==> src/sv/kwm_pkg.sv <==
// Package for the k-way sorted merge: sequencer states, scan control struct,
// field widths and parameter defaults. No dependencies.
`default_nettype none

package kwm_pkg;

    localparam int LANES_DEF      = 8;
    localparam int VALUE_BITS_DEF = 32;

    localparam int LANE_BITS = 3;
    localparam int DATA_BITS = 32;
    localparam int CFG_BITS  = 4;

    localparam logic [CFG_BITS-1:0] CFG_RESET = 4'd8;

    typedef enum logic [1:0] {
        ST_IDLE,
        ST_CHECK,
        ST_SCAN,
        ST_EMIT
    } t_state;

    typedef struct packed {
        logic clear;
        logic cmp_vld;
        logic head_full;
    } t_scan_ctl;

endpackage

`default_nettype wire

==> src/sv/kwm_in_if.sv <==
// Input channel of the k-way sorted merge: valid/ready and one lane beat.
// Depends on kwm_pkg.
`default_nettype none

interface kwm_in_if;
    logic                                valid;
    logic                                ready;
    logic [kwm_pkg::LANE_BITS-1:0]       lane;
    logic signed [kwm_pkg::DATA_BITS-1:0] value;
    logic                                exhausted;

    modport source (output valid, output lane, output value, output exhausted, input ready);
    modport sink   (input valid, input lane, input value, input exhausted, output ready);
endinterface

`default_nettype wire

==> src/sv/kwm_out_if.sv <==
// Output channel of the k-way sorted merge: valid/ready and one result beat.
// Depends on kwm_pkg.
`default_nettype none

interface kwm_out_if;
    logic                                 valid;
    logic                                 ready;
    logic signed [kwm_pkg::DATA_BITS-1:0] merged_value;
    logic [kwm_pkg::LANE_BITS-1:0]        from_lane;
    logic                                 end_of_merge;

    modport source (output valid, output merged_value, output from_lane,
                    output end_of_merge, input ready);
    modport sink   (input valid, input merged_value, input from_lane,
                    input end_of_merge, output ready);
endinterface

`default_nettype wire

==> src/sv/kwm_ram.sv <==
// Generic single-write, single-read RAM with registered read data.
// No dependencies.
`default_nettype none

module kwm_ram #(
    parameter int WIDTH = 32,
    parameter int DEPTH = 8
) (
    input  wire logic                     i_clk,
    input  wire logic                     i_we,
    input  wire logic [$clog2(DEPTH)-1:0] i_waddr,
    input  wire logic [WIDTH-1:0]         i_wdata,
    input  wire logic                     i_re,
    input  wire logic [$clog2(DEPTH)-1:0] i_raddr,
    output logic      [WIDTH-1:0]         o_rdata
);

    logic [WIDTH-1:0] r_mem [DEPTH];

    always_ff @(posedge i_clk) begin
        if (i_we) begin
            r_mem[i_waddr] <= i_wdata;
        end
        if (i_re) begin
            o_rdata <= r_mem[i_raddr];
        end
    end

endmodule

`default_nettype wire

==> src/sv/kwm_min_unit.sv <==
// Shared signed compare unit: tracks the smallest full head over a lane scan,
// lowest lane kept on ties. Depends on kwm_pkg.
`default_nettype none

module kwm_min_unit #(
    parameter int LANES      = kwm_pkg::LANES_DEF,
    parameter int VALUE_BITS = kwm_pkg::VALUE_BITS_DEF
) (
    input  wire logic                     i_clk,
    input  wire logic                     i_rst_n,
    input  wire kwm_pkg::t_scan_ctl       i_ctl,
    input  wire logic [$clog2(LANES)-1:0] i_idx,
    input  wire logic [VALUE_BITS-1:0]    i_data,
    output logic                          o_found,
    output logic [$clog2(LANES)-1:0]      o_best_idx,
    output logic [VALUE_BITS-1:0]         o_best_val
);

    logic w_take;

    assign w_take = i_ctl.cmp_vld && i_ctl.head_full &&
                    (!o_found || ($signed(i_data) < $signed(o_best_val)));

    always_ff @(posedge i_clk) begin
        if (!i_rst_n || i_ctl.clear) begin
            o_found <= 1'b0;
        end else if (w_take) begin
            o_found <= 1'b1;
        end
    end

    always_ff @(posedge i_clk) begin
        if (w_take) begin
            o_best_idx <= i_idx;
            o_best_val <= i_data;
        end
    end

endmodule

`default_nettype wire

==> src/sv/k_way_sorted_merge_top.sv <==
// K-way sorted merge: lane head store, flag bits, scan sequencer and result
// register. Depends on kwm_pkg, kwm_in_if, kwm_out_if, kwm_ram, kwm_min_unit.
//
// Usage: the host feeds beats on i_in, each carrying a lane number and either
// that lane's next ascending value or an exhausted mark. Once every lane in
// use holds a head or is exhausted, the smallest head (lowest lane on ties)
// leaves on o_out with its lane number; the host must refill that lane next.
// When every lane in use is exhausted, an end-of-merge beat leaves and all
// lane state clears. i_cfg_we/i_cfg_wdata set the lane count (0 acts as 1,
// above LANES acts as LANES); write it only while the block is idle.
// Sequence: a beat that yields a value is accepted, passes a readiness check,
// then the shared compare unit steps through the head RAM of the active lanes
// (one lane per cycle, registered read), and the result register loads. A beat
// that yields nothing ends after the check; an end marker goes from the check
// to the result-register load. The input is ready only while the sequencer is idle.
// A result waits in the output register while o_out.ready is low; the next
// beat is still accepted and worked, and holds at the load step until the
// register frees. Synchronous active-low reset clears all head flags, the
// sequencer and the output register and sets the lane count to 8.
`default_nettype none

module k_way_sorted_merge_top #(
    parameter int LANES      = kwm_pkg::LANES_DEF,
    parameter int VALUE_BITS = kwm_pkg::VALUE_BITS_DEF
) (
    input  wire logic                         i_clk,
    input  wire logic                         i_rst_n,
    kwm_in_if.sink                            i_in,
    kwm_out_if.source                         o_out,
    input  wire logic                         i_cfg_we,
    input  wire logic [kwm_pkg::CFG_BITS-1:0] i_cfg_wdata
);

    localparam int IDX_W = $clog2(LANES);
    localparam int CNT_W = $clog2(LANES + 1);
    localparam int CW    = (CNT_W > kwm_pkg::CFG_BITS) ? CNT_W : kwm_pkg::CFG_BITS;
    localparam int LW    = (CNT_W > kwm_pkg::LANE_BITS) ? CNT_W : kwm_pkg::LANE_BITS;

    kwm_pkg::t_state    r_state, n_state;
    kwm_pkg::t_scan_ctl w_ctl;

    logic [kwm_pkg::CFG_BITS-1:0] r_cfg;
    logic [LANES-1:0]             r_full;
    logic [LANES-1:0]             r_fin;
    logic [LANES-1:0]             w_use;
    logic [CNT_W-1:0]             w_n;
    logic [CW-1:0]                w_cfg_ext;
    logic [CNT_W-1:0]             r_idx;
    logic                         r_cmp_vld;
    logic [IDX_W-1:0]             r_cmp_idx;
    logic                         r_end;
    logic                         r_out_vld;
    logic [kwm_pkg::DATA_BITS-1:0] r_out_val;
    logic [kwm_pkg::LANE_BITS-1:0] r_out_lane;
    logic                         r_out_end;

    logic                         w_accept;
    logic                         w_lane_ok;
    logic [IDX_W-1:0]             w_lane_idx;
    logic                         w_we;
    logic                         w_issue;
    logic                         w_rd_en;
    logic                         w_ready_all;
    logic                         w_all_done;
    logic                         w_scan_done;
    logic                         w_load_out;
    logic [VALUE_BITS-1:0]        w_rdata;
    logic                         w_found;
    logic [IDX_W-1:0]             w_best_idx;
    logic [VALUE_BITS-1:0]        w_best_val;

    // active lane count and lane-in-use mask
    always_comb begin
        w_cfg_ext = CW'(r_cfg);
        if (r_cfg == '0) begin
            w_n = CNT_W'(1);
        end else if (w_cfg_ext > CW'(LANES)) begin
            w_n = CNT_W'(LANES);
        end else begin
            w_n = CNT_W'(r_cfg);
        end
        for (int i = 0; i < LANES; i++) begin
            w_use[i] = (CNT_W'(i) < w_n);
        end
    end

    assign w_accept    = i_in.valid && i_in.ready;
    assign w_lane_ok   = (LW'(i_in.lane) < LW'(w_n));
    assign w_lane_idx  = IDX_W'(i_in.lane);
    assign w_we        = w_accept && w_lane_ok && !i_in.exhausted && !r_fin[w_lane_idx];
    assign w_ready_all = &(r_full | r_fin | ~w_use);
    assign w_all_done  = &(r_fin | ~w_use);
    assign w_issue     = (r_idx < w_n);

    always_ff @(posedge i_clk) begin
        if (!i_rst_n) begin
            r_cfg <= kwm_pkg::CFG_RESET;
        end else if (i_cfg_we) begin
            r_cfg <= i_cfg_wdata;
        end
    end

    // sequencer
    always_ff @(posedge i_clk) begin
        if (!i_rst_n) begin
            r_state <= kwm_pkg::ST_IDLE;
        end else begin
            r_state <= n_state;
        end
    end

    always_comb begin
        n_state = r_state;
        case (r_state)
            kwm_pkg::ST_IDLE: begin
                if (w_accept) begin
                    n_state = kwm_pkg::ST_CHECK;
                end
            end
            kwm_pkg::ST_CHECK: begin
                if (!w_ready_all) begin
                    n_state = kwm_pkg::ST_IDLE;
                end else if (w_all_done) begin
                    n_state = kwm_pkg::ST_EMIT;
                end else begin
                    n_state = kwm_pkg::ST_SCAN;
                end
            end
            kwm_pkg::ST_SCAN: begin
                if (!w_issue && !r_cmp_vld) begin
                    n_state = w_found ? kwm_pkg::ST_EMIT : kwm_pkg::ST_IDLE;
                end
            end
            kwm_pkg::ST_EMIT: begin
                if (!r_out_vld || o_out.ready) begin
                    n_state = kwm_pkg::ST_IDLE;
                end
            end
            default: begin
                n_state = kwm_pkg::ST_IDLE;
            end
        endcase
    end

    always_comb begin
        i_in.ready        = 1'b0;
        w_rd_en           = 1'b0;
        w_scan_done       = 1'b0;
        w_load_out        = 1'b0;
        w_ctl.clear       = 1'b0;
        w_ctl.cmp_vld     = r_cmp_vld;
        w_ctl.head_full   = r_full[r_cmp_idx];
        case (r_state)
            kwm_pkg::ST_IDLE: begin
                i_in.ready = 1'b1;
            end
            kwm_pkg::ST_CHECK: begin
                w_ctl.clear = 1'b1;
            end
            kwm_pkg::ST_SCAN: begin
                w_rd_en     = w_issue;
                w_scan_done = !w_issue && !r_cmp_vld;
            end
            kwm_pkg::ST_EMIT: begin
                w_load_out = !r_out_vld || o_out.ready;
            end
            default: begin
                i_in.ready = 1'b0;
            end
        endcase
    end

    // scan counter and compare pipeline
    always_ff @(posedge i_clk) begin
        if (!i_rst_n) begin
            r_cmp_vld <= 1'b0;
            r_idx     <= '0;
        end else begin
            r_cmp_vld <= w_rd_en;
            if (r_state == kwm_pkg::ST_CHECK) begin
                r_idx <= '0;
            end else if (w_rd_en) begin
                r_idx <= r_idx + CNT_W'(1);
            end
        end
    end

    always_ff @(posedge i_clk) begin
        r_cmp_idx <= r_idx[IDX_W-1:0];
    end

    // lane flags
    always_ff @(posedge i_clk) begin
        if (!i_rst_n) begin
            r_full <= '0;
            r_fin  <= '0;
            r_end  <= 1'b0;
        end else begin
            if (w_accept && w_lane_ok) begin
                if (i_in.exhausted) begin
                    r_fin[w_lane_idx]  <= 1'b1;
                    r_full[w_lane_idx] <= 1'b0;
                end else if (!r_fin[w_lane_idx]) begin
                    r_full[w_lane_idx] <= 1'b1;
                end
            end
            if (r_state == kwm_pkg::ST_CHECK) begin
                r_end <= w_all_done;
                if (w_ready_all && w_all_done) begin
                    r_full <= '0;
                    r_fin  <= '0;
                end
            end
            if (w_scan_done && w_found) begin
                r_full[w_best_idx] <= 1'b0;
            end
        end
    end

    // result register
    always_ff @(posedge i_clk) begin
        if (!i_rst_n) begin
            r_out_vld <= 1'b0;
        end else if (w_load_out) begin
            r_out_vld <= 1'b1;
        end else if (o_out.ready) begin
            r_out_vld <= 1'b0;
        end
    end

    always_ff @(posedge i_clk) begin
        if (w_load_out) begin
            r_out_end  <= r_end;
            r_out_val  <= r_end ? '0 : kwm_pkg::DATA_BITS'(w_best_val);
            r_out_lane <= r_end ? '0 : kwm_pkg::LANE_BITS'(w_best_idx);
        end
    end

    assign o_out.valid        = r_out_vld;
    assign o_out.merged_value = r_out_val;
    assign o_out.from_lane    = r_out_lane;
    assign o_out.end_of_merge = r_out_end;

    kwm_ram #(
        .WIDTH (VALUE_BITS),
        .DEPTH (LANES)
    ) u_head_ram (
        .i_clk   (i_clk),
        .i_we    (w_we),
        .i_waddr (w_lane_idx),
        .i_wdata (VALUE_BITS'(i_in.value)),
        .i_re    (w_rd_en),
        .i_raddr (r_idx[IDX_W-1:0]),
        .o_rdata (w_rdata)
    );

    kwm_min_unit #(
        .LANES      (LANES),
        .VALUE_BITS (VALUE_BITS)
    ) u_min (
        .i_clk      (i_clk),
        .i_rst_n    (i_rst_n),
        .i_ctl      (w_ctl),
        .i_idx      (r_cmp_idx),
        .i_data     (w_rdata),
        .o_found    (w_found),
        .o_best_idx (w_best_idx),
        .o_best_val (w_best_val)
    );

`ifndef SYNTH
    a_flags_disjoint: assert property (@(posedge i_clk) disable iff (!i_rst_n)
        (r_full & r_fin) == '0)
        else $error("lane both full and exhausted");

    a_cmp_in_scan: assert property (@(posedge i_clk) disable iff (!i_rst_n)
        r_cmp_vld |-> (r_state == kwm_pkg::ST_SCAN))
        else $error("compare step outside scan");

    a_end_clears: assert property (@(posedge i_clk) disable iff (!i_rst_n)
        (w_load_out && r_end) |-> (r_full == '0 && r_fin == '0))
        else $error("end marker with lane state left");

    a_value_found: assert property (@(posedge i_clk) disable iff (!i_rst_n)
        (w_load_out && !r_end) |-> w_found)
        else $error("value result without a head");
`endif

endmodule

`default_nettype wire
==> src/flat_wrapper.sv <==
// flat-port wrapper written by rule: the top's interface ports become plain ports
module k_way_sorted_merge_top_flat 
#(
    parameter int LANES      = kwm_pkg::LANES_DEF,
    parameter int VALUE_BITS = kwm_pkg::VALUE_BITS_DEF
)
  (i_clk, i_rst_n, i_cfg_we, i_cfg_wdata, i_in_valid, i_in_lane, i_in_value, i_in_exhausted, i_in_ready, o_out_valid, o_out_merged_value, o_out_from_lane, o_out_end_of_merge, o_out_ready);
  kwm_in_if i_in_i ();
  kwm_out_if o_out_i ();
  input  wire logic i_clk;
  input  wire logic i_rst_n;
  input  wire logic i_cfg_we;
  input  wire logic [kwm_pkg::CFG_BITS-1:0] i_cfg_wdata;
  input wire logic [$bits(i_in_i.valid)-1:0] i_in_valid;
  input wire logic [$bits(i_in_i.lane)-1:0] i_in_lane;
  input wire logic [$bits(i_in_i.value)-1:0] i_in_value;
  input wire logic [$bits(i_in_i.exhausted)-1:0] i_in_exhausted;
  output wire logic [$bits(i_in_i.ready)-1:0] i_in_ready;
  output wire logic [$bits(o_out_i.valid)-1:0] o_out_valid;
  output wire logic [$bits(o_out_i.merged_value)-1:0] o_out_merged_value;
  output wire logic [$bits(o_out_i.from_lane)-1:0] o_out_from_lane;
  output wire logic [$bits(o_out_i.end_of_merge)-1:0] o_out_end_of_merge;
  input wire logic [$bits(o_out_i.ready)-1:0] o_out_ready;
  assign i_in_i.valid = i_in_valid;
  assign i_in_i.lane = i_in_lane;
  assign i_in_i.value = i_in_value;
  assign i_in_i.exhausted = i_in_exhausted;
  assign i_in_ready = i_in_i.ready;
  assign o_out_valid = o_out_i.valid;
  assign o_out_merged_value = o_out_i.merged_value;
  assign o_out_from_lane = o_out_i.from_lane;
  assign o_out_end_of_merge = o_out_i.end_of_merge;
  assign o_out_i.ready = o_out_ready;
  k_way_sorted_merge_top #(.LANES(LANES), .VALUE_BITS(VALUE_BITS)) u_core (.i_clk(i_clk), .i_rst_n(i_rst_n), .i_in(i_in_i), .o_out(o_out_i), .i_cfg_we(i_cfg_we), .i_cfg_wdata(i_cfg_wdata));
endmodule
==> config.mk <==
export PLATFORM = sky130hd
export DESIGN_NAME = k_way_sorted_merge_top_flat
export DESIGN_NICKNAME = d
export VERILOG_FILES = /design/src/sv/kwm_pkg.sv /design/src/sv/kwm_in_if.sv /design/src/sv/kwm_out_if.sv /design/src/sv/kwm_ram.sv /design/src/sv/kwm_min_unit.sv /design/src/sv/k_way_sorted_merge_top.sv /design/src/flat_wrapper.sv
export SDC_FILE = /design/constraint.sdc
export NUM_CORES = 1
export LEC_CHECK = 0
export ABC_AREA = 1
export BUFFER_PORTS_ARGS = -buffer_cell sky130_fd_sc_hd__clkbuf_2
export CORE_ASPECT_RATIO = 1.1
export CORE_MARGIN = 3
export CORE_UTILIZATION = 36
export CTS_CLUSTER_SIZE = 12
export DETAILED_ROUTE_END_ITERATION = 8
export PLACE_DENSITY = 0.63
export SYNTH_ARGS = -nofsm -noshare
export SYNTH_HDL_FRONTEND = slang
export SYNTH_SLANG_ARGS = --single-unit
==> constraint.sdc <==
create_clock -name i_clk -period 10.9 [get_ports i_clk]
set_input_delay 2.725 -clock i_clk [delete_from_list [all_inputs] [get_ports i_clk]]
set_output_delay 2.725 -clock i_clk [all_outputs]
set_load 0.005 [all_outputs]
* Word-level counts from Yosys, hierarchy flattened
Memory sizes are Yosys's and may differ from the RTL's. A register that Yosys moved wholly into a read port is not among the register bits.
Index checks and enable logic that the tools add are counted.
** Storage, ports and cells
- Memory bits (writable) :: 256
- Logic and storage cells :: 116
- Latch bits :: 0
- Input bits :: 45
- Memories kept :: 1
- Memory bits (read-only) :: 0
- Register bits :: 104
** Memories
- u_core.u_head_ram.r_mem :: depth 8, bits a word 32, rd ports 1, clocked after Yosys merged registers in 1, write ports 1, RTL line kwm_ram.sv:18 : logic [WIDTH-1:0] r_mem [DEPTH];
** Operators by class
- Reduce and logical (&&, ||, !) cells :: 28
- Divide/modulo/power cells :: 0
- Bitwise logic cells :: 11
- $mul :: 0
- Mux-type cells :: 37
- Equality and inequality tests :: 6
- Magnitude comparators :: 17
- Add/sub/neg operators :: 1
- Shift-type cells :: 0
** Operator list (count)
- 2-to-1 mux 8 bit :: 11
- bitwise OR 8 bit :: 5
- less-than comparator 32 bit :: 1
- inverter 8 bit :: 3
- bitwise AND 8 bit :: 2
- less-than comparator 3 x 4 -> 1 bit (first input constant) :: 4
- AND reduction 8 bit :: 2
- 2-to-1 mux 1 bit :: 14
- less-than comparator 3 x 4 -> 1 bit (second input constant) :: 3
- logical AND 1 bit :: 11
- 2-to-1 mux 2 bit :: 5
- less-than comparator 1 x 4 -> 1 bit (first input constant) :: 2
- less-than comparator 2 x 4 -> 1 bit (first input constant) :: 2
- 2-to-1 mux 4 bit :: 2
- case mux 2 bit (4 select lines) :: 1
- logical NOT 1 bit :: 7
- binary-select mux 1 bit (select 3 bit) :: 2
- demux 1 bit (select 3 bit) :: 2
- greater-or-equal comparator 3 x 1 -> 1 bit (second input constant) :: 2
- != test 2 x 1 -> 1 bit (second input constant) :: 3
- adder 4 x 1 -> 4 bit (second input constant) :: 1
- == test 2 bit (second input constant) :: 2
- > comparator 4 bit (second input constant) :: 1
- logical NOT 4 bit :: 1
- 9 further kinds :: 11

* Longest topological paths before layout
Gate-level depths: netlist of the first run.
- Depth in word-level cells :: 13
- Mapped depth :: 15
- Mapped depth without buffers :: 15

* Cells and area by module
Synthesis of the first run repeated with hierarchy kept, for this count alone.
** Unflattened totals
- Cells, all modules :: 1737
- Area total of the unflattened synthesis :: 17349.1 um2
** By module, submodules not included
- kwm_ram :: area each 12192.9 um2, cells an instance 1156, instances 1, seq. area each 8648.3 um2
- k_way_sorted_merge_top :: area each 3236.9 um2, cells an instance 405, instances 1, seq. area each 1721.7 um2
- kwm_min_unit :: area each 1919.3 um2, cells an instance 176, instances 1, seq. area each 1071.0 um2

* Least setup slack after synthesis of the first run
OpenSTA, ideal clock, no wires.
- Path type :: input -> register
- From :: input port i_in_lane[1]
- To :: memory u_core.u_head_ram.r_mem[0][0], enable pin
- Setup slack :: 5.584 ns
- Path buffers :: 1
- Required time :: 10.479 ns
- Setup time :: 0.421 ns
- Stages :: 8
- Arrival time :: 4.895 ns
- Cell sequence :: ha_1 > nand2_1 > nand2_1 > nand3_2 > and2_1 > buf_6 > nand4_1 > nor2_1
** Between the ends
- Cells in the longest elaborated chain, start to end :: 6
- Elaborated cells on any way between the ends :: 9
** Ends and longest elaborated chain
- start, declared :: RTL line flat_wrapper.sv:15 : input wire logic [$bits(i_in_i.lane)-1:0] i_in_lane;
- less-than comparator 3 x 4 -> 1 bit / binary-select mux 1 bit (select 3 bit) (equally long branches) :: RTL line k_way_sorted_merge_top.sv:88, k_way_sorted_merge_top.sv:90
- logical AND 1 bit / 2-to-1 mux 1 bit (equally long branches) :: RTL line k_way_sorted_merge_top.sv:90 : assign w_we = w_accept && w_lane_ok && !i_in.exhausted && !r_fin[w_lane_idx];
- logical AND 1 bit / logical NOT 1 bit (equally long branches)
- logical AND 1 bit :: RTL line k_way_sorted_merge_top.sv:90
- 2-to-1 mux 1 bit :: RTL line kwm_ram.sv:21 : if (i_we) begin
- 2-to-1 mux 1 bit (implied by the code) :: RTL line kwm_ram.sv:22 : r_mem[i_waddr] <= i_wdata;
- end, declared :: RTL line kwm_ram.sv:18
Several ways; a longest one is shown, not always the timed one. The select of a mux whose other input is x is not followed.

* Final worst setup path of the first run
- From :: input port i_in_lane[1]
- To :: memory u_core.u_head_ram.r_mem[0][8], enable pin
The elaborated chain is that of the path after synthesis.

==> results of run 1 <==
[layer usage]
metal / vias to the layer above / share of wire
li1: 4758 / -
met1: 4631 / 0.45
met2: 172 / 0.48
met3: 47 / 0.050
met4: 0 / 0.019
met5: - / 0
[cell usage in the layout, fill, tap and decap left out, drive strengths merged, types with 12 or more instances in the layout]
master / netlist / final
a21oi: 39 / 39
nor3: 12 / 12
ha: 37 / 37
nand3: 15 / 15
edfxtp: 359 / 359
clkbuf: 46 / 134
a31oi: 32 / 32
o21ai: 149 / 149
nand2: 92 / 92
inv: 97 / 98
o22ai: 32 / 32
nor2: 328 / 328
dfxtp: 33 / 33
[power by group]
part           leakage [nW]  switching (mW)  internal [mW]
logic                  2.38           0.137         0.0586
clock network         0.547           0.523          0.700
registers              3.51          0.0182           1.68
total                  6.44           0.677           2.43
[sequential cells by signal, summed over array words and instances, names as in the netlist, 2 cells and up]
register / flops
u_core.u_head_ram.r_mem: 256
u_core.o_out.merged_value: 32
u_core.u_head_ram.o_rdata: 32
u_core.u_min.o_best_val: 32
u_core.r_fin: 8
u_core.r_full: 8
u_core.r_cfg: 4
u_core.r_idx: 4
u_core.o_out.from_lane: 3
u_core.r_cmp_idx: 3
u_core.u_min.o_best_idx: 3
u_core.r_state: 2
[per-stage QoR]
step	setup WS, ns	area, µm²	utilization
floorplan	5.584	15850	-
global placement	5.656	16870	0.3883
detailed placement	5.625	16870	0.3883
CTS	6.166	18000	0.4144
global route	5.944	18000	0.4144
finish	6.192	18000	0.4144
[final cells by class]
class	count	area, µm²
inverter	97	364.1
multi-input combinational	765	3884
clock buffer	52	1056
timing repair buffer	88	455.4
tap	574	718.2
fill	4061	25440
sequential	392	11450
clock inverter	8	78.83
[how the worst max path moves through the flow]
stage / startpoint / to / slack (ns) / cells after the start
finish: i_in_lane[1] / u_core.u_head_ram.r_mem[0][8]$_DFFE_PP_ / 6.19 / 8
floorplan: i_in_lane[1] / u_core.u_head_ram.r_mem[0][0]$_DFFE_PP_ / 5.58 / 8
global placement: i_in_lane[1] / u_core.u_head_ram.r_mem[2][10]$_DFFE_PP_ / 5.66 / 8
detailed placement: i_in_lane[1] / u_core.u_head_ram.r_mem[2][13]$_DFFE_PP_ / 5.63 / 8
global route: i_in_lane[1] / u_core.u_head_ram.r_mem[1][25]$_DFFE_PP_ / 5.94 / 8
CTS: i_in_lane[1] / u_core.u_head_ram.r_mem[2][31]$_DFFE_PP_ / 6.17 / 8
[logic make-up after synthesis]
kind of cell               count (synthesis)
adders and majority gates                 37
buffers and inverters                    154
and+or+nand+nor                          466
DFF                                      392
AOI/OAI and AO/OA                        262
==> impl_metrics.toml, run 1 <==
[timing]
drv_slew = 0
rsz0062_at_grt = "no"
period_share = 0.4320
hold_ws_ns = 0.3977
clock.fmax_mhz = 212.4
setup_viol = 0
fin_worst_skew_ns = 0.01989
hold_viol = 0
fin_crit_ns = 4.708
fin_setup_tns_ns = 0
worst_pin_slew_ns = 1.132
slew-limit-headroom = 0.2432

[floorplanning]
die_area_um2 = 46590
die_w_um = 206.1
start_util = 0.3649
core_um2 = 43440
rows = 80
die-height_um = 226.1
ios = 83

[critical_path]
cp-start-kind = "primary input"
required_ns = 11.04
rr_endpoint = "u_core.u_head_ram.r_mem[0][8]$_DFFE_PP_"
cp_num_buf_inv = 1
cp-end-kind = "register"
reg2reg_depth = 10
crit_arrival_ns = 4.85
crit_chain = "clkbuf_2, ha_1, nand2_1, nand2_1, nand3_2, and2_1, nand4_1, nor2_4"
criticalPathCategory = "in2reg"
r2r_setup_slack_ns = 7.64
cp_max_fo = 32
crit_family = "simple AND/OR/NAND/NOR gates"
slowest_stage = "nor2_4"
cp_common_cell = "nand2_1"
r2r-start = "u_core.r_cfg[1]$_SDFFE_PN0P_"
critPathMaxStageDelay_ns = 0.90

[synthesis]
yosys-top-cells-area = "edfxtp_1 (68%), nor2_1 (7.6%), o21ai_0 (4.6%)"
synth_ff_type = "edfxtp_1"
synthSimpleGateAreaFrac = 0.1214
ys_types = 39
synth_compound_area_frac = 0.08967
synth.top_cell.area_share = 0.6801
synth_top_family_by_area = "simple AND/OR/NAND/NOR gates"
yosys.area_share.adder = 0.02921
synth_edf_count = 359
yosys.area_share.xor_xnor = 0
seq_area_frac_synth = 0.7218
synth.ff_latch_count = 392
synth.cell_area_um2 = 15850
synthCells = 1311
yosysMostFrequentCell = "edfxtp_1"
synth_common_cells = "edfxtp_1 (359), nor2_1 (321), o21ai_0 (147), inv_1 (95), nand2_1 (88)"
synth_top_cell_by_area = "edfxtp_1"
synthMuxAreaShare = 0
yosys_warnings = 0
synth_fp_nets = 1393
ys_async_sr_fraction = 0
avgSynthCellArea_um2 = 12.09

[routing]
via_per_inst = 4.862
finalWirelength_um = 32600
drc = 0
dr.pass1.iters = 5
via_count = 9608
drt_iter0_drc = 633
wire_per_inst_um = 16.50
drtAntennaViolNets = 0

[grt]
grt_pass1_vias = 9607
use_met1 = 0.1908
antenna_found_initial = 0
grt-ovfl-total = 0
grt_util_met3 = 0.02624
top_usage_layer = "met2"
grt.met2_usage = 0.2338
grt_max_degree = 104
grtUsageTotal = 0.1404
grt_first_pass_wirelength_um = 51940

[finish]
layout-drive-gt1-share = 0.1220
num_antenna_cells = 0
stdcell_count = 1976
nNetsFinal = 1466
area_growth_pct = 13.57

[placement]
dp_cells = 1916
portBuffers = 82
place_congestion = 0.8497
post-dp-hpwl_um = 20520

[power_and_ir_drop]
ir_drop_mv = 0.09173
p_leak_nw = 6.438
p_total_mw = 3.111
power_density_nw_per_um2 = 172.8

[min_path]
min_to = "u_core.r_cmp_idx[1]$_DFF_P_"
min_delay_path_depth = 0
hold_path.startpoint = "u_core.r_idx[1]$_SDFFE_PP0P_"
worstHoldPathType = "reg2reg"

[clock_tree]
cts.repair.resized = 0
tritoncts = "done"
cts-buffers-inserted = 40
cts.sinks = 392
clk_latency_ns = 0.53
cts_post_setup_buffers_inserted = 0
cts_buffer_depth = 3
path_clk_slew_ns = 0.06
h-tree-depth = 2
cts_root_buf = "clkbuf_16"
hold_buffers = 0

[outcome]
status = "finished clean"

[flow_run]
cap_violations = 0
No activity file was read; power rests on OpenSTA's default activity.
==> inputs of run 2 (changes only) <==
--- a/config.mk
+++ b/config.mk
@@ -5,14 +5,14 @@
 export SDC_FILE = /design/constraint.sdc
 export NUM_CORES = 1
 export LEC_CHECK = 0
-export ABC_AREA = 1
+export ABC_AREA = 0
 export BUFFER_PORTS_ARGS = -buffer_cell sky130_fd_sc_hd__clkbuf_2
 export CORE_ASPECT_RATIO = 1.1
 export CORE_MARGIN = 3
 export CORE_UTILIZATION = 36
 export CTS_CLUSTER_SIZE = 12
 export DETAILED_ROUTE_END_ITERATION = 8
-export PLACE_DENSITY = 0.63
+export PLACE_DENSITY = 0.65
 export SYNTH_ARGS = -nofsm -noshare
 export SYNTH_HDL_FRONTEND = slang
 export SYNTH_SLANG_ARGS = --single-unit
==> constraint.sdc (replaced) <==
create_clock -name i_clk -period 3.9 [get_ports i_clk]
set_input_delay 0.975 -clock i_clk [delete_from_list [all_inputs] [get_ports i_clk]]
set_output_delay 0.975 -clock i_clk [all_outputs]
set_load 0.005 [all_outputs]
==> impl_metrics.toml, run 2 <==
[routing]
dr.pass1.iters = 5
drc = 0
finalWirelength_um = 29760
drtAntennaViolNets = 0
via_per_inst = 4.892
via_count = 7568
drt_iter0_drc = 621
wire_per_inst_um = 19.24

[synthesis]
seq_area_frac_synth = 0.7356
synthCells = 862
synthMuxAreaShare = 0.1233
ys_types = 60
synth_top_cell_by_area = "edfxtp_1"
synth_top_family_by_area = "multiplexers"
synth.cell_area_um2 = 15550
synth_compound_area_frac = 0.03338
synth.top_cell.area_share = 0.6931
yosys.area_share.adder = 0.03041
synth_edf_count = 359
yosysMostFrequentCell = "edfxtp_1"
yosys_warnings = 0
synth_ff_type = "edfxtp_1"
avgSynthCellArea_um2 = 18.04
ys_async_sr_fraction = 0
synth.ff_latch_count = 392
synth_common_cells = "edfxtp_1 (359), nor2_1 (82), mux4_2 (66), inv_1 (39), ha_1 (37)"
yosys-top-cells-area = "edfxtp_1 (69%), mux4_2 (9.6%), dfxtp_1 (4.2%)"
synthSimpleGateAreaFrac = 0.05438
yosys.area_share.xor_xnor = 0.001689
synth_fp_nets = 944

[finish]
layout_commonest_cell = "edfxtp_1"
post-route-util = 0.4216
nNetsFinal = 1049
largest_register = "u_core.u_head_ram.r_mem"
fillers = 3757
stdcell_count = 1547
layout-drive-gt1-share = 0.2745
num_antenna_cells = 0
final_cell_mix = "edfxtp_1 (359), clkbuf_2 (82), nor2_1 (74), mux4_2 (66)"
area_growth_pct = 15.20
largest_register_ffs = 256

[grt]
top_usage_layer = "met2"
grtUsageTotal = 0.1315
grt_util_met3 = 0.02427
grt_first_pass_wirelength_um = 46700
grt_pass1_vias = 7907
grt.met2_usage = 0.2143
grt_max_degree = 69
use_met1 = 0.1818
antenna_found_initial = 1
grt-ovfl-total = 0

[placement]
post-dp-hpwl_um = 19090
place_congestion = 0.8447
portBuffers = 82
dp_cells = 1493

[floorplanning]
die_area_um2 = 45740
die_w_um = 204.2
rows = 79
start_util = 0.3659
core_um2 = 42500
die-height_um = 224
ios = 83

[clock_tree]
h-tree-depth = 2
cts.sinks = 392
cts.repair.resized = 0
tritoncts = "done"
cts_post_setup_buffers_inserted = 0
cts_buffer_depth = 3
cts_root_buf = "clkbuf_16"
hold_buffers = 0
path_clk_slew_ns = 0.06
clk_latency_ns = 0.54
cts-buffers-inserted = 39

[critical_path]
required_ns = 4.07
criticalPathCategory = "reg2reg"
cp-end-kind = "register"
cp-start-kind = "register"
cp_common_cell = "a2111oi_0"
crit_arrival_ns = 3.16
slowest_stage = "a2111oi_0"
cp_max_fo = 35
crit_chain = "ha_1, a21o_1, nand3_1, a21oi_1, a2111oi_0, a2111oi_0, a211oi_4, buf_4"
critPathMaxStageDelay_ns = 0.56

[power_and_ir_drop]
ir_drop_mv = 0.2376
power_density_nw_per_um2 = 469.5
p_leak_nw = 5.965

[timing]
rsz0062_at_grt = "no"
hold_viol = 0
fin_crit_ns = 2.988
hold_ws_ns = 0.4512
drv_slew = 0
worst_pin_slew_ns = 0.9870
clock.fmax_mhz = 334.7
period_share = 0.7662
fin_worst_skew_ns = 0.01938
setup_viol = 0
slew-limit-headroom = 0.3420

[min_path]
worstHoldPathType = "reg2reg"

[outcome]
status = "finished clean"

[flow_run]
cap_violations = 0
==> run 2: critical path, delay by kind of cell (launching register included) <==
family	cells	cell delay [ns]
flip-flops	1	0.40
adder cells (fa/ha/maj)	1	0.32
buffers and inverters	1	0.44
AO/OA/AOI/OAI	5	1.38
AND/OR/NAND/NOR	1	0.07
==> run 2: worst paths after layout <==
kind / startpoint / to / slack, ns / depth (start not counted)
max: u_core.u_head_ram.o_rdata[9]$_DFFE_PP_ / u_core.u_min.o_best_val[28]$_DFFE_PP_ / 0.91 / 8
max reg2reg: u_core.u_head_ram.o_rdata[9]$_DFFE_PP_ / u_core.u_min.o_best_val[28]$_DFFE_PP_ / 0.91 / 8
min: u_core.u_head_ram.o_rdata[0]$_DFFE_PP_ / u_core.u_min.o_best_val[0]$_DFFE_PP_ / 0.45 / 0
min reg2reg: u_core.u_head_ram.o_rdata[0]$_DFFE_PP_ / u_core.u_min.o_best_val[0]$_DFFE_PP_ / 0.45 / 0
==> run 2: kinds of logic after synthesis <==
kind of cell	Yosys count
adder cells (fa/ha/maj)	38
AND/OR/NAND/NOR	175
AO/OA/AOI/OAI	74
XOR/XNOR	3
flip-flops	392
buffers and inverters	75
multiplexers	105
==> run 2: routing by layer <==
metal	wire, µm	up-vias
met5	20	-
met4	697	2
met3	1410	45
met2	14450	160
met1	13190	3780
li1	-	3581
==> run 2: cell type report <==
| class | count | area [µm²] | area share |
|---|---|---|---|
| Clock inverter | 5 | 71.32 | 0.003980 |
| Tap cell | 567 | 709.4 | 0.03959 |
| Clock buffer | 49 | 1023 | 0.05712 |
| Multi-Input combinational cell | 395 | 3866 | 0.2158 |
| Sequential cell | 392 | 11450 | 0.6389 |
| Timing Repair Buffer | 99 | 650.6 | 0.03631 |
| Inverter | 40 | 150.1 | 0.008379 |
==> run 2: stage by stage <==
| step | worst slack (ns) | TNS [ns] | total power [mW] | instance area [µm²] |
|---|---|---|---|---|
| final | 0.9120 | 0 | 8.414 | 17920 |
| after global routing | 0.6868 | 0 | 8.718 | 17920 |
| after CTS | 0.7900 | 0 | 8.516 | 17920 |
| after detailed placement | 0.7246 | 0 | 5.169 | 16820 |
| after global placement | 0.7668 | 0 | 5.159 | 16820 |
| after floorplan | -0.2246 | -53.07 | 5.018 | 15560 |
==> run 2: report_power, final <==
group          switching, mW  internal, mW
sequential            0.0478          4.65
clock                   1.44          1.90
combinational          0.210         0.168
total                   1.70          6.72
==> inputs of run 3 (changes only) <==
==> constraint.sdc (replaced) <==
create_clock -name i_clk -period 2.4 [get_ports i_clk]
set_input_delay 0.6 -clock i_clk [delete_from_list [all_inputs] [get_ports i_clk]]
set_output_delay 0.6 -clock i_clk [all_outputs]
set_load 0.005 [all_outputs]
==> impl_metrics.toml, run 3 (synthesized netlist as in run 2, its figures left out) <==
[floorplanning]
die_area_um2 = 45740
rows = 79
ios = 83
start_util = 0.3659
core_um2 = 42500
die_w_um = 204.2
die-height_um = 224

[finish]
layout-drive-gt1-share = 0.3514
multi_input_area_um2 = 4086
ff_latch_area_um2 = 11450
layout_commonest_cell = "edfxtp_1"
largest_register = "u_core.u_head_ram.r_mem"
stdcell_count = 1621
area_growth_pct = 22.60
nNetsFinal = 1113
largest_register_ffs = 256
final_cell_mix = "edfxtp_1 (359), clkbuf_2 (82), nor2_1 (74), mux4_2 (66), buf_4 (48)"
post-route-util = 0.4487
fillers = 3656

[clock_tree]
clk_latency_ns = 0.54
cts_root_buf = "clkbuf_16"
cts.sinks = 392
path_clk_slew_ns = 0.06
h-tree-depth = 2
cts_buffer_depth = 3
cts-buffers-inserted = 41
tritoncts = "done"

[placement]
post-dp-hpwl_um = 20120
dp_cells = 1541
place_congestion = 0.8387
portBuffers = 82

[timing]
worst_pin_slew_ns = 0.5337
period_share = 1.058
drv_slew = 0
slew-limit-headroom = 0.6442
fin_worst_skew_ns = 0.01989
worst_slack_ns = -0.1399
hold_viol = 0
fin_crit_ns = 2.540
clock.fmax_mhz = 393.7
setup_viol = 35
rsz0062_at_grt = "yes"
fin_setup_tns_ns = -4.166

[critical_path]
criticalPathCategory = "reg2reg"
cp-end-kind = "register"
crit_arrival_ns = 2.80
cp_max_fo = 6
cp-start-kind = "register"
required_ns = 2.66
r2r_setup_slack_ns = -0.14

[outcome]
violations = "setup timing"
status = "finished, violations left"

[grt]
antenna_found_initial = 5
grt_first_pass_wirelength_um = 48160
grt_pass1_vias = 8290
grt_max_degree = 69
grtUsageTotal = 0.1370
grt-ovfl-total = 0

[routing]
dr.pass1.iters = 4
finalWirelength_um = 31070
wire_per_inst_um = 19.17
drc = 0
via_per_inst = 4.899
via_count = 7941
drt_iter0_drc = 524
drtAntennaViolNets = 0

[power_and_ir_drop]
power_density_nw_per_um2 = 756.8
p_leak_nw = 6.466
ir_drop_mv = 0.4013

[min_path]
worstHoldPathType = "in2reg"

[flow_run]
cap_violations = 0
[run 3: cell type report]
| cell class | count | area share |
|---|---|---|
| timing repair buffer | 161 | 0.07270 |
| clock buffer | 54 | 0.05905 |
| antenna | 1 | 0.0001312 |
| sequential | 392 | 0.6004 |
| multi-input combinational | 395 | 0.2143 |
| clock inverter | 11 | 0.008070 |
| inverter | 40 | 0.008202 |
| tap | 567 | 0.03720 |
[run 3: path summary, 6_finish.rpt]
kind,from,to,cells after the start
worst max-delay path,u_core.u_head_ram.o_rdata[21]$_DFFE_PP_,u_core.u_min.o_best_val[1]$_DFFE_PP_,9
worst min-delay path,i_cfg_wdata[3],u_core.r_cfg[3]$_SDFFE_PN1P_,3
worst max register to register,u_core.u_head_ram.o_rdata[21]$_DFFE_PP_,u_core.u_min.o_best_val[1]$_DFFE_PP_,9
worst min register to register,u_core.r_cmp_idx[2]$_DFF_P_,u_core.u_min.o_best_idx[2]$_DFFE_PP_,0
[run 3: stage by stage]
step	hold slack [ns]	power (mW)	setup WS, ns	cell area [µm²]
CTS	0.2762	14.59	-0.07675	18970
finish	0.2998	14.43	-0.1399	19070
detailed placement	0.4311	8.470	-0.3046	17370
global route	0.3162	14.94	-0.2708	19070
floorplan	0.3540	8.172	-0.8430	15680
global placement	0.4252	8.454	-0.3487	17370
[run 3: where the power goes]
part	total, mW	leakage (nW)	internal, mW	switching (mW)
Sequential	7.61	3.50	7.55	0.0578
Combinational	0.749	2.33	0.348	0.401
Clock	6.07	0.628	3.61	2.46
[run 3: routing by layer]
layer	up-vias	GRT usage	wire (µm)	share of wire
met2	163	0.2305	15520	0.50
met5	-	0	45	0.0014
met1	4004	0.1818	13500	0.43
met3	48	0.02718	1403	0.045
li1	3720	-	-	-
met4	6	0.03930	598	0.019
[run 3: worst max-delay path, stage by stage, from the launching register on]
cell      delay (ns)
edfxtp_1        0.44
ha_4            0.31
nand4_1         0.14
o211a_1         0.23
a221o_1         0.35
nand4_1         0.12
nor3b_2         0.08
a211oi_4        0.27
buf_6           0.19
buf_16          0.13
[run 3: what timing repair did]
action / 4_1_cts / 5_1_grt
hold endpoints to repair: 0 / 0
buffers inserted: 8 / 4
endpoints found under the setup margin: 291 / 59
cloned: 5 / 0
pin swaps: 8 / 11
resized for setup: 28 / 17
hold buffers: 0 / 0
